**src/rtl/core/alpm_pkg.sv**
```systemverilog
// ----------------------------------------------------------------------------
// Alarm phrase matcher package
// Window size, phrase table, flag layout and shared types.
// ----------------------------------------------------------------------------
`timescale 1ns / 1ps
`default_nettype none

package alpm_pkg;

    // Window of most recent text bytes
    localparam int WINDOW_BYTES = 32;
    localparam int WINDOW_IDX_W = $clog2(WINDOW_BYTES);

    // Phrase table layout
    localparam int PHRASE_COUNT   = 16;
    localparam int PHRASE_IDX_W   = $clog2(PHRASE_COUNT);
    localparam int PHRASE_MAX_LEN = 25;
    localparam int PHRASE_BITS    = 8 * PHRASE_MAX_LEN;

    // Sticky flag layout
    localparam int FLAG_COUNT = 15;
    localparam int OTHER_FLAG = 14;
    localparam int KNOWN_FLAGS = 14;

    localparam logic [31:0] ALARM_OTHER_BIT = 32'h8000_0000;

    // Phrases, right-aligned and zero-padded: the last character sits in
    // the low byte, so byte k matches window position k (newest first).
    localparam logic [PHRASE_BITS-1:0] PHRASE_TEXT [PHRASE_COUNT] = '{
        "Replace battery!",
        "Shutdown imminent!",
        "Fan failure!",
        "No battery installed!",
        "Battery voltage too low!",
        "Battery voltage too high!",
        "Battery charger fail!",
        "Temperature too high!",
        "Internal UPS fault!",
        "Internal failure!",
        "Awaiting power!",
        "Automatic bypass mode!",
        "Manual bypass mode!",
        "Communication fault!",
        "Fuse fault!",
        PHRASE_BITS'({"OTHER_", "ALARMS"})
    };

    // Flag bit set by each phrase
    localparam logic [3:0] PHRASE_FLAG [PHRASE_COUNT] = '{
        4'd0, 4'd1, 4'd2, 4'd3, 4'd4, 4'd5, 4'd6, 4'd7,
        4'd8, 4'd8, 4'd9, 4'd10, 4'd11, 4'd12, 4'd13, 4'd14
    };

    // Control from the top level to every window cell
    typedef struct packed {
        logic shift;
        logic clear;
    } cell_ctrl_t;

    // Control from the top level to the flag accumulator
    typedef struct packed {
        logic take;
        logic has_byte;
        logic last;
    } acc_ctrl_t;

    // Expected byte of phrase p at window position k; zero means no compare
    function automatic logic [7:0] phrase_byte(
        input logic [PHRASE_IDX_W-1:0] p,
        input logic [WINDOW_IDX_W-1:0] k
    );
        logic [7:0] b;
        b = 8'h00;
        if (int'(k) < PHRASE_MAX_LEN) begin
            b = PHRASE_TEXT[p][8*int'(k) +: 8];
        end
        return b;
    endfunction

endpackage

`default_nettype wire

```
**src/rtl/core/alarm_phrase_matcher_core.sv**
```systemverilog
// Alarm phrase matcher: takes an alarm text one byte per transaction and,
// on the transaction marked last, returns one 32-bit alarm word with a bit
// for each known phrase seen anywhere in the text (two share bit 8; bit 31 for
// other alarms, or for a non-empty text with no known phrase; zero if empty).
// One transaction is taken every cycle while the result register is free or
// being drained; the word appears in the cycle after the last transaction.
// The rate is set by the row of 32 window cells, which compare the incoming
// byte against all sixteen phrases in the same cycle as it shifts in.
// ----------------------------------------------------------------------------
// Alarm phrase matcher core
// Top level: shift window of byte cells, per-phrase match reduction and the
// flag accumulator with its output register.
// ----------------------------------------------------------------------------
`timescale 1ns / 1ps
`default_nettype none

module alarm_phrase_matcher_core (
    input  wire logic        aclk,
    input  wire logic        aresetn,
    input  wire logic        s_valid,
    output logic             s_ready,
    input  wire logic [7:0]  s_text_byte,
    input  wire logic        s_has_byte,
    input  wire logic        s_last,
    output logic             m_valid,
    input  wire logic        m_ready,
    output logic      [31:0] m_alarm_bits
);

    localparam int NCELL = alpm_pkg::WINDOW_BYTES;
    localparam int NPHR  = alpm_pkg::PHRASE_COUNT;

    logic                           take;
    alpm_pkg::cell_ctrl_t           cell_ctrl;
    alpm_pkg::acc_ctrl_t            acc_ctrl;
    logic [7:0]                     cell_in   [NCELL];
    logic [7:0]                     cell_byte [NCELL];
    logic [NPHR-1:0][7:0]           cell_exp  [NCELL];
    logic [NPHR-1:0]                cell_hit  [NCELL];
    logic [NCELL-1:0]               hit_by_phrase [NPHR];
    logic [NPHR-1:0]                phrase_hit;

    // Accept while the result register is free or being drained
    assign s_ready = !m_valid || m_ready;
    assign take    = s_valid && s_ready;

    assign cell_ctrl.shift = take && s_has_byte;
    assign cell_ctrl.clear = take && s_last;

    assign acc_ctrl.take     = take;
    assign acc_ctrl.has_byte = s_has_byte;
    assign acc_ctrl.last     = s_last;

    // Row of window cells, newest byte enters cell 0
    for (genvar k = 0; k < NCELL; k++) begin : g_cell
        if (k == 0) begin : g_head
            assign cell_in[k] = s_text_byte;
        end else begin : g_body
            assign cell_in[k] = cell_byte[k-1];
        end

        for (genvar p = 0; p < NPHR; p++) begin : g_exp
            assign cell_exp[k][p] = alpm_pkg::phrase_byte(
                alpm_pkg::PHRASE_IDX_W'(p), alpm_pkg::WINDOW_IDX_W'(k));
        end

        alpm_window_cell u_cell (
            .aclk      (aclk),
            .aresetn   (aresetn),
            .ctrl      (cell_ctrl),
            .byte_in   (cell_in[k]),
            .exp_bytes (cell_exp[k]),
            .byte_out  (cell_byte[k]),
            .hit       (cell_hit[k])
        );
    end

    // A phrase matches when every cell agrees
    for (genvar p = 0; p < NPHR; p++) begin : g_phrase
        for (genvar k = 0; k < NCELL; k++) begin : g_col
            assign hit_by_phrase[p][k] = cell_hit[k][p];
        end
        assign phrase_hit[p] = &hit_by_phrase[p];
    end

    alpm_alarm_acc u_acc (
        .aclk         (aclk),
        .aresetn      (aresetn),
        .ctrl         (acc_ctrl),
        .phrase_hit   (phrase_hit),
        .m_ready      (m_ready),
        .m_valid      (m_valid),
        .m_alarm_bits (m_alarm_bits)
    );

endmodule

`default_nettype wire

```
**src/rtl/core/alpm_window_cell.sv**
```systemverilog
// ----------------------------------------------------------------------------
// Alarm phrase matcher window cell
// Holds one byte of the text window and compares the byte about to enter
// against every phrase character expected at this position.
// ----------------------------------------------------------------------------
`timescale 1ns / 1ps
`default_nettype none

module alpm_window_cell (
    input  wire logic                                       aclk,
    input  wire logic                                       aresetn,
    input  wire alpm_pkg::cell_ctrl_t                       ctrl,
    input  wire logic [7:0]                                 byte_in,
    input  wire logic [alpm_pkg::PHRASE_COUNT-1:0][7:0]     exp_bytes,
    output logic      [7:0]                                 byte_out,
    output logic      [alpm_pkg::PHRASE_COUNT-1:0]          hit
);

    logic [7:0] byte_reg;
    logic [7:0] byte_next;

    // Compare the incoming byte; positions past a phrase's start always pass
    always_comb begin
        for (int p = 0; p < alpm_pkg::PHRASE_COUNT; p++) begin
            hit[p] = (exp_bytes[p] == 8'h00) || (byte_in == exp_bytes[p]);
        end
    end

    // Clear at end of text, else advance on a valid byte
    always_comb begin
        byte_next = byte_reg;
        if (ctrl.clear) begin
            byte_next = 8'h00;
        end else if (ctrl.shift) begin
            byte_next = byte_in;
        end
    end

    always_ff @(posedge aclk) begin
        if (!aresetn) begin
            byte_reg <= 8'h00;
        end else begin
            byte_reg <= byte_next;
        end
    end

    assign byte_out = byte_reg;

endmodule

`default_nettype wire

```
**src/rtl/core/alpm_alarm_acc.sv**
```systemverilog
// ----------------------------------------------------------------------------
// Alarm phrase matcher flag accumulator
// Keeps the sticky phrase flags and seen-byte flag, builds the alarm word at
// end of text and holds it in the output register.
// ----------------------------------------------------------------------------
`timescale 1ns / 1ps
`default_nettype none

module alpm_alarm_acc (
    input  wire logic                               aclk,
    input  wire logic                               aresetn,
    input  wire alpm_pkg::acc_ctrl_t                ctrl,
    input  wire logic [alpm_pkg::PHRASE_COUNT-1:0]  phrase_hit,
    input  wire logic                               m_ready,
    output logic                                    m_valid,
    output logic      [31:0]                        m_alarm_bits
);

    logic [alpm_pkg::FLAG_COUNT-1:0] found_reg;
    logic [alpm_pkg::FLAG_COUNT-1:0] found_next;
    logic [alpm_pkg::FLAG_COUNT-1:0] found_upd;
    logic [alpm_pkg::FLAG_COUNT-1:0] flag_hit;
    logic                            seen_reg;
    logic                            seen_next;
    logic                            seen_upd;
    logic                            valid_reg;
    logic                            valid_next;
    logic [31:0]                     alarm_reg;
    logic [31:0]                     alarm_next;
    logic [31:0]                     word;

    // Fold phrase hits onto their flag bits
    always_comb begin
        flag_hit = '0;
        for (int p = 0; p < alpm_pkg::PHRASE_COUNT; p++) begin
            if (phrase_hit[p]) begin
                flag_hit[alpm_pkg::PHRASE_FLAG[p]] = 1'b1;
            end
        end
    end

    // Flags including the byte of this transaction
    assign found_upd = (ctrl.has_byte) ? (found_reg | flag_hit) : found_reg;
    assign seen_upd  = seen_reg | ctrl.has_byte;

    // Build the alarm word: other alarms when nothing matched, zero with no byte
    always_comb begin
        word = '0;
        word[alpm_pkg::KNOWN_FLAGS-1:0] = found_upd[alpm_pkg::KNOWN_FLAGS-1:0];
        if (found_upd[alpm_pkg::OTHER_FLAG]) begin
            word = word | alpm_pkg::ALARM_OTHER_BIT;
        end
        if (word == 32'h0000_0000) begin
            word = alpm_pkg::ALARM_OTHER_BIT;
        end
        if (!seen_upd) begin
            word = 32'h0000_0000;
        end
    end

    // Accumulate during the text, clear everything on the final transaction
    always_comb begin
        found_next = found_reg;
        seen_next  = seen_reg;
        if (ctrl.take) begin
            if (ctrl.last) begin
                found_next = '0;
                seen_next  = 1'b0;
            end else begin
                found_next = found_upd;
                seen_next  = seen_upd;
            end
        end
    end

    // Output register: load on final transaction, release when taken
    always_comb begin
        valid_next = valid_reg;
        alarm_next = alarm_reg;
        if (ctrl.take && ctrl.last) begin
            valid_next = 1'b1;
            alarm_next = word;
        end else if (m_ready) begin
            valid_next = 1'b0;
        end
    end

    always_ff @(posedge aclk) begin
        if (!aresetn) begin
            found_reg <= '0;
            seen_reg  <= 1'b0;
            valid_reg <= 1'b0;
        end else begin
            found_reg <= found_next;
            seen_reg  <= seen_next;
            valid_reg <= valid_next;
        end
    end

    always_ff @(posedge aclk) begin
        alarm_reg <= alarm_next;
    end

    assign m_valid      = valid_reg;
    assign m_alarm_bits = alarm_reg;

endmodule

`default_nettype wire

```
**config.mk**
```make
export PLATFORM = sky130hd
export DESIGN_NAME = alarm_phrase_matcher_core
export DESIGN_NICKNAME = d
export VERILOG_FILES = /design/src/rtl/core/alpm_pkg.sv /design/src/rtl/core/alarm_phrase_matcher_core.sv /design/src/rtl/core/alpm_window_cell.sv /design/src/rtl/core/alpm_alarm_acc.sv
export SDC_FILE = /design/constraint.sdc
export NUM_CORES = 1
export LEC_CHECK = 0
export ABC_AREA = 1
export BUFFER_PORTS_ARGS = -buffer_cell sky130_fd_sc_hd__buf_2
export CORE_ASPECT_RATIO = 2
export CORE_MARGIN = 5
export CORE_UTILIZATION = 63
export DETAILED_ROUTE_END_ITERATION = 10
export GPL_ROUTABILITY_DRIVEN = 0
export PLACE_DENSITY = 0.8
export RECOVER_POWER = 100
export SLEW_MARGIN = 15
export SYNTH_ARGS = -nofsm -noshare
export SYNTH_HDL_FRONTEND = slang
export SYNTH_SLANG_ARGS = --single-unit
```
**constraint.sdc**
```tcl
create_clock -name aclk -period 2.55 [get_ports aclk]
set_clock_uncertainty 0.05 [all_clocks]
set_input_delay 0.765 -clock aclk [delete_from_list [all_inputs] [get_ports aclk]]
set_output_delay 0.765 -clock aclk [all_outputs]
set_load 0.02 [all_outputs]
```
==> results of run 1 <==
-- cells by family after synthesis --
kind of cell / after synthesis
simple gates: 1077
compound gates: 360
buf+inv: 342
flops: 224
other cells: 1
-- stage by stage --
step	setup WS (ps)	util (%)	cell area [um^2]	std cells	hold slack [ps]
floorplan	244	-	12300	2020	376
detailed placement	-61.1	67.2	13000	2281	394
global placement	-10.5	67.2	13000	2281	383
CTS	183	70.8	13600	2317	402
-- cells in the mapped netlist, types with 3 or more instances --
| cell | count | area share [%] |
|---|---|---|
| clkbuf_1 | 64 | 2.0 |
| inv_1 | 241 | 7.4 |
| nand2_1 | 465 | 14 |
| o21ai_0 | 154 | 6.3 |
| edfxtp_1 | 15 | 3.7 |
| buf_2 | 3 | 0.12 |
| nand3b_1 | 8 | 0.49 |
| nand2_2 | 7 | 0.36 |
| nand3_1 | 102 | 4.2 |
| nor2_1 | 409 | 13 |
| nand4_1 | 24 | 1.2 |
| nor3_1 | 14 | 0.57 |
| buf_4 | 18 | 1.1 |
| inv_2 | 11 | 0.34 |
| a21oi_1 | 192 | 7.8 |
| and2_1 | 3 | 0.15 |
| nor2_2 | 41 | 2.1 |
| a211oi_1 | 11 | 0.67 |
| dfxtp_1 | 209 | 34 |
-- metal layers --
layer	GRT overflow	track usage, %
met2	1	69.0
met5	0	0.922
met3	0	20.3
met4	0	45.0
met1	0	46.5
==> flow_metrics.py, run 1 <==
metrics = {
    "placement": {
        "dp_hpwl_um": 36900,
        "portBuffers": 30,
    },
    "outcome": {
        "status": "did not finish",
        "lastStage": "5_1_grt",
        "error_line": "[ERROR GRT-0116] Global routing finished with congestion. Check the congestion regions in the DRC Viewer.",
    },
    "clock_tree": {
        "ctsResizeCount": 0,
        "cts.sinks": 224,
        "cts_inserted_buffers": 20,
        "ctsHtreeMaxLevel": 1,
        "cts-root-buf": "clkbuf_16",
        "hold_buffers": 0,
        "cts_setup_buffers": 0,
        "clockBufferDepth": 3,
    },
    "grt": {
        "track_usage_pct": 46.3,
        "grt_pass1_vias": 13638,
        "grt_pass1_wl_um": 78200,
        "overflow": 1,
        "grt_max_degree": 103,
    },
    "synth": {
        "synth-compound-area-share_pct": 15.0,
        "synthSimpleGateAreaFrac_pct": 36.1,
        "netlist_area_mm2": 0.0123,
        "muxShareOfSynthArea_pct": 0,
        "synth_flop_cell": "dfxtp_1",
        "synth_top_family_by_area": "simple AND/OR/NAND/NOR gates",
        "synth_cell_types": 28,
        "synth-edff-count": 15,
        "syn_inst": 2004,
        "yosys_warnings": 0,
        "yosys.area_share.adder_pct": 0,
        "synth_xor_area_share_pct": 0,
        "synth.ff_latch_count": 224,
        "synth-seq-area-share_pct": 37.7,
        "avgSynthCellArea_um2": 6.13,
        "synth_async_sr_flop_share_pct": 0,
    },
    "floorplan": {
        "floorplan.initialDensity_pct": 63.7,
        "die_w_um": 109,
        "rows": 72,
        "io_pins": 48,
        "die_h_um": 207,
    },
}
==> run 2, diff against run 1 <==
--- a/config.mk
+++ b/config.mk
@@ -7,12 +7,11 @@
 export LEC_CHECK = 0
 export ABC_AREA = 1
 export BUFFER_PORTS_ARGS = -buffer_cell sky130_fd_sc_hd__buf_2
-export CORE_ASPECT_RATIO = 2
 export CORE_MARGIN = 5
-export CORE_UTILIZATION = 63
+export CORE_UTILIZATION = 40
 export DETAILED_ROUTE_END_ITERATION = 10
 export GPL_ROUTABILITY_DRIVEN = 0
-export PLACE_DENSITY = 0.8
+export PLACE_DENSITY_LB_ADDON = 0.15
 export RECOVER_POWER = 100
 export SLEW_MARGIN = 15
 export SYNTH_ARGS = -nofsm -noshare
==> flow_metrics.py, run 2 <==
metrics = {
    "outcome": {
        "status": "finished, final reports clean",
    },
    "clock_tree": {
        "clockBufferDepth": 3,
        "cts.sinks": 224,
        "cts_inserted_buffers": 27,
        "cts_tree": "done",
        "path_clk_slew_ps": 60,
        "cts-root-buf": "clkbuf_16",
        "ctsHtreeMaxLevel": 1,
        "clkLatencyLatePin_ps": 550,
    },
    "grt": {
        "track_usage_pct": 27.7,
        "grt_max_degree": 65,
        "overflow": 0,
        "grt_pass1_vias": 12414,
        "grt_pass1_wl_um": 73200,
        "antenna_found_initial": 0,
    },
    "pwr": {
        "power.static_leakage_nw": 5.06,
        "cellPowerDensity_mw_per_mm2": 614,
        "p_total_mw": 8.59,
        "ir_drop_v": 0.000500,
    },
    "sta": {
        "relSlewSlack_pct": 45.1,
        "rsz0062_at_grt": "no",
        "tns_ps": 0,
        "worst_slew_pin_slew_ps": 824,
        "setup_viol": 0,
        "drv_slew": 0,
        "fin_crit_ps": 2440,
        "fin_ws_ps": 106,
        "whs_ps": 365,
        "fmax_ghz": 0.409,
        "period_share_pct": 95.8,
        "finalHoldViolCount": 0,
    },
    "synth": {
        "synth_area_leaders": "dfxtp_1, nand2_1, nor2_1",
        "synth-edff-count": 15,
        "synth_common_cells": "nand2_1, nor2_1, inv_1",
        "synth.most_common_cell": "nand2_1",
        "synth_top_cell_by_area": "dfxtp_1",
        "avgSynthCellArea_um2": 6.13,
        "synth_flop_cell": "dfxtp_1",
        "synth-seq-area-share_pct": 37.7,
        "syn_inst": 2004,
        "yosys_warnings": 0,
        "synth_top_area_share_pct": 34.1,
        "synth_cell_types": 28,
        "synth_async_sr_flop_share_pct": 0,
        "synth.ff_latch_count": 224,
        "netlist_area_mm2": 0.0123,
    },
    "cells_and_area": {
        "drive_gt1_share_pct": 9.13,
        "fin_util_pct": 46.0,
        "layout_common_cells": "nand2_1, nor2_1, inv_1",
        "fillers": 3309,
        "antenna_cells": 0,
        "largest_reg_flops": 192,
        "multi_input_area_mm2": 0.00636,
        "finish.net_count": 2074,
        "stdcell_count": 2477,
        "finalInstanceArea_mm2": 0.0140,
        "final_common_cell": "nand2_1",
        "ff_latch_area_mm2": 0.00463,
        "syn_to_final_growth_pct": 14.0,
    },
    "floorplan": {
        "floorplan.initialDensity_pct": 40.4,
        "io_pins": 48,
        "rows": 64,
        "fp.dieArea_mm2": 0.0343,
        "core_area_mm2": 0.0304,
        "die_h_um": 185,
        "die_w_um": 185,
    },
    "route": {
        "drt-initial-drc-count": 1733,
        "vias": 13185,
        "finalWirelength_um": 48000,
        "drt_pass1_iterations": 8,
        "wl_per_cell_um": 19.4,
        "drc_errors": 0,
        "viasPerCell": 5.32,
        "drtAntennaViolNets": 0,
    },
    "worst_setup_path": {
        "critPathCaptureType": "flip-flop",
        "critPathMaxFanout": 34,
        "r2r-start": "g_cell[10].u_cell.byte_out[7]",
        "path_class": "input pin to flip-flop",
        "endpoint": "g_cell[11].u_cell.byte_out[7]",
        "rr_worst_depth": 15,
        "cpMostUsedCell": "buf_4",
        "r2r_setup_slack_ps": 110,
        "crit_chain": "buf_2 > buf_4 > buf_4 > nand2_1 > clkbuf_4 > buf_4 > o21ai_0 > a21oi_1",
        "slowest_delay_ps": 450,
        "worstPathRequired_ps": 2970,
        "timing.rr.end": "u_acc.m_alarm_bits[0]",
        "cp-startpoint": "s_has_byte",
        "worstPathArrival_ps": 2860,
        "crit_slowest_cell": "clkbuf_4",
        "startpoint_type": "input pin",
    },
    "flow_run": {
        "cap_violations": 0,
    },
    "placement": {
        "portBuffers": 30,
        "place_area_mm2": 0.0132,
        "dp.cells": 2427,
        "dp_hpwl_um": 38000,
        "place_ws_ps": -178,
    },
    "worst_hold_path": {
        "min_path_type": "input pin to flip-flop",
        "whs_path_depth": 3,
    },
}
## run 2: cell counts after synthesis
Identical to the previous run, type by type.
## run 2: cell families (layout without fill, tap and decap cells)
kind of cell | after synthesis | in the layout | share of synthesized area (%)
other | 1 | 17 | 0.0305
buffers and inverters | 342 | 403 | 11.2
AO/OA/AOI/OAI | 360 | 360 | 15.0
AND/OR/NAND/NOR | 1077 | 1077 | 36.1
flip-flops | 224 | 224 | 37.7
## run 2: cell type report
type	instances	area share, %
inverters	252	6.77
multi-input cells	1454	45.4
clock inverters	16	1.00
flip-flops and latches	224	33.1
well taps	396	3.54
clock buffers	34	5.23
repair buffers	101	4.91
## run 2: what timing repair did
item / in CTS / in global routing
resized for setup: 0 / 10
setup buffers: 0 / 0
hold buffers: 0 / 0
endpoints found under the hold margin: 0 / 0
endpoints found under the setup margin: 0 / 15
## run 2: worst min-delay path by stage
stage,from,endpoint,slack [ps]
after global routing,aresetn,u_acc.m_valid,390
after floorplan,u_acc.seen_reg,u_acc.seen_reg,380
after detailed placement,u_acc.found_reg[8],u_acc.found_reg[8],400
after CTS,aresetn,u_acc.m_valid,370
final,aresetn,u_acc.m_valid,370
after global placement,u_acc.seen_reg,u_acc.seen_reg,390
## run 2: routing by layer
layer | vias up | GRT usage [%] | wire length [um]
met5 | - | 0 | 0
met4 | 0 | 11.9 | 2610
met3 | 154 | 5.75 | 5050
met2 | 691 | 41.3 | 19700
met1 | 5942 | 38.8 | 20600
li1 | 6398 | - | -
## run 2: report_power, final
group          internal [mW]  total, mW  switching, mW  leakage [nW]
combinational          0.249      0.909          0.661          2.78
sequential              3.69       3.86          0.174          1.85
clock                   2.24       3.82           1.59         0.438
## run 2: worst max-delay path, delay by kind of cell
family / cells / cell delay (ps)
buf+inv: 5 / 1480
compound gates: 2 / 310
simple gates: 1 / 280
Power figures use the tool's default switching activity.
